`src/rtl/fdx_pkg.sv`:
```
package fdx_pkg;

  localparam int SAMPLE_W = 32;
  localparam int VALUE_W  = 64;

  typedef logic [VALUE_W-1:0] value_t;

  // One word of the wave that travels down the row of difference cells.
  typedef struct packed {
    logic   active;
    logic   last;
    logic   ovf;
    logic   neg;
    value_t diff;
    value_t acc_next;
    value_t acc_prev;
  } wave_t;

endpackage

```
`src/rtl/fdx_cell.sv`:
```
module fdx_cell (
  input  logic          clk,
  input  logic          rst_n,
  input  logic          advance,
  input  logic          up_vld,
  input  fdx_pkg::wave_t up_wave,
  output logic          dn_vld,
  output fdx_pkg::wave_t dn_wave
);
  import fdx_pkg::*;

  logic   filled_r, filled_nxt;
  value_t newest_r, newest_nxt;
  value_t leading_r, leading_nxt;
  logic   dn_vld_r;
  wave_t  dn_wave_r, dn_wave_nxt;

  always_comb begin
    filled_nxt  = filled_r;
    newest_nxt  = newest_r;
    leading_nxt = leading_r;
    dn_wave_nxt = up_wave;
    dn_wave_nxt.neg    = ~up_wave.neg;
    dn_wave_nxt.active = up_wave.active & filled_r;
    if (up_vld && up_wave.active) begin
      if (filled_r) begin
        newest_nxt       = up_wave.diff;
        dn_wave_nxt.diff = up_wave.diff - newest_r;
      end else begin
        newest_nxt  = up_wave.diff;
        leading_nxt = up_wave.diff;
        filled_nxt  = 1'b1;
      end
    end
    if (up_vld && up_wave.last) begin
      if (filled_nxt) begin
        dn_wave_nxt.acc_next = up_wave.acc_next + newest_nxt;
        if (up_wave.neg) begin
          dn_wave_nxt.acc_prev = up_wave.acc_prev - leading_nxt;
        end else begin
          dn_wave_nxt.acc_prev = up_wave.acc_prev + leading_nxt;
        end
      end
      filled_nxt = 1'b0;
    end
  end

  always_ff @(posedge clk) begin
    if (!rst_n) begin
      filled_r <= 1'b0;
      dn_vld_r <= 1'b0;
    end else if (advance) begin
      filled_r <= filled_nxt;
      dn_vld_r <= up_vld;
    end
  end

  always_ff @(posedge clk) begin
    if (advance) begin
      newest_r  <= newest_nxt;
      leading_r <= leading_nxt;
      dn_wave_r <= dn_wave_nxt;
    end
  end

  assign dn_vld  = dn_vld_r;
  assign dn_wave = dn_wave_r;

endmodule

```
`config.mk`:
```
export PLATFORM = sky130hd
export DESIGN_NAME = fdx_cell
export DESIGN_NICKNAME = d
export VERILOG_FILES = /design/src/rtl/fdx_pkg.sv /design/src/rtl/fdx_cell.sv
export SDC_FILE = /design/constraint.sdc
export NUM_CORES = 1
export LEC_CHECK = 0
export ABC_AREA = 1
export BUFFER_PORTS_ARGS = -buffer_cell sky130_fd_sc_hd__buf_2
export CORE_MARGIN = 4
export CORE_UTILIZATION = 54
export CTS_CLUSTER_SIZE = 10
export DETAILED_ROUTE_END_ITERATION = 10
export PLACE_DENSITY = 0.73
export SETUP_SLACK_MARGIN = 0.5
export SYNTH_ARGS = -nofsm -noshare
export SYNTH_HDL_FRONTEND = slang
export SYNTH_SLANG_ARGS = --single-unit
```
`constraint.sdc`:
```
create_clock -name clk -period 10.4 [get_ports clk]
set_input_delay 1.04 -clock clk [delete_from_list [all_inputs] [get_ports clk]]
set_output_delay 1.04 -clock clk [all_outputs]
set_load 0.01 [all_outputs]
```
==> run_results.csv <==
group,metric,value,unit
route,drtAntennaViolNets,0,
critical_path,ff2ff_setup_slack,4.74,ns
power,p_total,4.85,mW
final_layout,stdcell_area,0.0343,mm2
critical_path,cp_top_family,"simple AND/OR/NAND/NOR gates",
yosys,synthTopCellsByArea,"edfxtp_1 (32%), nand2_1 (15%), inv_1 (9.7%), ha_1 (7.9%), nor2_1 (6.7%)",
sta,slew_viol_final,0,
power,p_leak,16.6,nW
sta,min_period,5.88,ns
critical_path,end_kind,"flip-flop",
run_status,status,"finished, final reports clean",
sta,hold_viol_final,0,
yosys,ys_types,51,
critical_path,crit_type,"in2reg",
critical_path,worst-endpoint-required,10.72,ns
route,drc,0,
global_routing,grt_max_degree,96,
clock_network,cts_made_buffers,41,
critical_path,cp-start-kind,"primary input",
route,drtIter0Drc,3565,
worst_hold_path,hold_class,"reg2reg",
clock_network,cts_tree,"built",
critical_path,cp.depth,29,
sta,timing.final.crit_share,56.5,%
route,routed_wl,119000,um
clock_network,cts_hold_buf,0,
yosys,synth_area_leader_cell,"edfxtp_1",
critical_path,critPathArrivalTime,6.19,ns
floorplanning,die_h,245,um
sta,slew_headroom,16.2,%
critical_path,rr_worst_depth,29,
route,wl_per_cell,21.0,um
place,dpl.hpwl,99600,um
global_routing,grt_pass1_wl,174000,um
clock_network,root_buffer,"clkbuf_16",
clock_network,clk_pin_slew,0.05,ns
global_routing,overflow,0,
floorplanning,die_x,245,um
yosys,ys_seq_area_share,32.3,%
clock_network,ctsResizeCount,0,
final_layout,final_cells,5656,
power,pwr_density_cell,142,mW/mm2
yosys,syn_area,0.0302,mm2
global_routing,track_usage,38.2,%
critical_path,critPathBufInv,6,
worst_hold_path,holdPathStages,2,
yosys,ys_warn_count,0,
sta,max_freq,170,MHz
final_layout,drive_gt1_share,11.3,%
place,dp.cells,5588,
critical_path,crit_path_max_fanout,57,
yosys,syn_nets,4886,
final_layout,area_growth,13.3,%
yosys,synth-seq-cells,326,
place,placed_area,0.0330,mm2
place,gp_congestion,1.04,
floorplanning,initial_core_util,54.7,%
floorplanning,dieArea,0.0598,mm2
yosys,syn_inst,4493,
floorplanning,num_rows,86,
sta,setup_violations,0,
clock_network,clock_path_buffers,3,
clock_network,cts_setup_buffers,0,
sta,setup_tns,0,ns
route,num_vias,31700,
sta,worst_pin_slew,1.24,ns
critical_path,critPathSlowestCell,"buf_4",
route,firstDrtPassIters,6,
run,maxCapViolCount,0,
global_routing,antenna_found_initial,1,
yosys,synth.avg_cell_area,6.73,um2
route,viasPerCell,5.60,
place,placement.io_buffers,396,
clock_network,clock_sinks,326,
sta,rsz0062_at_grt,"false",
global_routing,grt_pass1_vias,29200,
clock_network,clk_latency,0.60,ns
yosys,yosysTopAreaCellShare,32.2,%
critical_path,slowest_delay,0.49,ns
clock_network,h-tree-depth,2,
floorplanning,io_pins,397,
sta,fin_skew,0.0371,ns
floorplanning,core_area,0.0552,mm2
final_layout,nNetsFinal,5276,
power,peakVddDrop,0.153,mV
-- per-layer routing --
layer	global-route usage, %	wire, um	vias to the layer above
met2	60.3	52000	1619
met4	14.2	5300	0
met3	6.74	12200	216
met1	52.7	49400	14500
li1	-	-	15400
met5	0	0	-
-- where the power goes --
part | internal [mW] | leakage (nW) | switching (mW) | total (mW)
combinational | 0.569 | 12.8 | 1.29 | 1.86
sequential | 1.57 | 3.19 | 0.0327 | 1.60
clock | 0.823 | 0.607 | 0.567 | 1.39
-- registers in the layout, summed over array words and instances, names as in the netlist --
| signal | cells |
|---|---|
| dn_vld | 1 |
| leading_r | 64 |
| filled_r | 1 |
| dn_wave | 196 |
| newest_r | 64 |
-- worst reg2reg max path: cells and delay by family (launching register included) --
kind            cells  cell delay [ns]
simple gates       14             2.31
buf+inv             8             1.26
fa+ha+maj           2             0.64
compound gates      4             0.58
flops               1             0.43
xor+xnor            1             0.18
-- placed cells by master (no fill, tap or decap), types with 18 or more instances in the layout --
cell       netlist  layout
a21o_1          27      27
a21oi_1        283     282
a31oi_1         31      31
buf_2            4     395
buf_4            3      23
clkbuf_16        0      43
edfxtp_1       324     324
ha_1           190     190
inv_1          784     783
mux2i_1         24      24
nand2_1       1173    1172
nand2_2         17      18
nand3_1        206     206
nand4_1         29      29
nor2_1         538     538
nor3_1          49      49
o21a_1          21      21
o21ai_0        377     371
o21ai_1         23      29
o21bai_1        38      38
xnor2_1         26      26
xor2_1         126     126
-- cell families (layout without fill, tap and decap cells) --
family | count (synthesis) | after routing | synth area share (%)
AO/OA/AOI/OAI | 837 | 837 | 15.1
multiplexers | 24 | 24 | 0.795
AND/OR/NAND/NOR | 2087 | 2087 | 28.3
other | 0 | 1 | 0
adder cells (fa/ha/maj) | 193 | 193 | 8.07
buffers and inverters | 874 | 1288 | 11.1
flip-flops | 326 | 326 | 32.3
XOR/XNOR | 152 | 152 | 4.41
-- through the flow --
step	hold slack (ns)	utilization [%]	worst slack, ns
6_report	0.476	62.0	4.52
3_3_place_gp	0.462	59.8	4.05
2_1_floorplan	0.510	-	5.91
4_1_cts	0.483	62.0	4.68
3_5_place_dp	0.471	59.8	4.11
5_1_grt	0.512	62.0	4.23
-- Yosys cell counts (all sizes together) --
master	count
buf	21
and2	4
xnor2	26
edfxtp	324
a21oi	285
nor4	12
mux2i	24
o22ai	5
a21boi	9
nand3b	18
ha	190
o41ai	1
o211ai	5
o21ai	407
nor2	553
o31ai	5
o21bai	38
a21o	27
dfxtp	2
nor3	52
a31oi	31
clkinv	1
and3	4
nand2	1190
nand3	208
o21a	21
inv	801
xor2	126
or2	16
nand2b	1
a211oi	1
a31o	2
clkbuf	51
fa	3
nand4	29
-- final timing paths --
| check | to | start |
|---|---|---|
| max | dn_wave[38] | up_vld |
| min | dn_vld | dn_vld |
| max reg2reg | dn_wave[38] | filled_r |
| min reg2reg | dn_vld | dn_vld |
-- area by class of cell --
type,instances,area (um2)
repair buffers,419,2160
clock inverters,10,124
inverters,802,3010
diodes,1,2.50
multi-input cells,3293,17100
fillers,5345,21000
well taps,748,936
flip-flops and latches,326,9770
clock buffers,57,1130
Note: power is estimated with default switching activity, not from simulation.
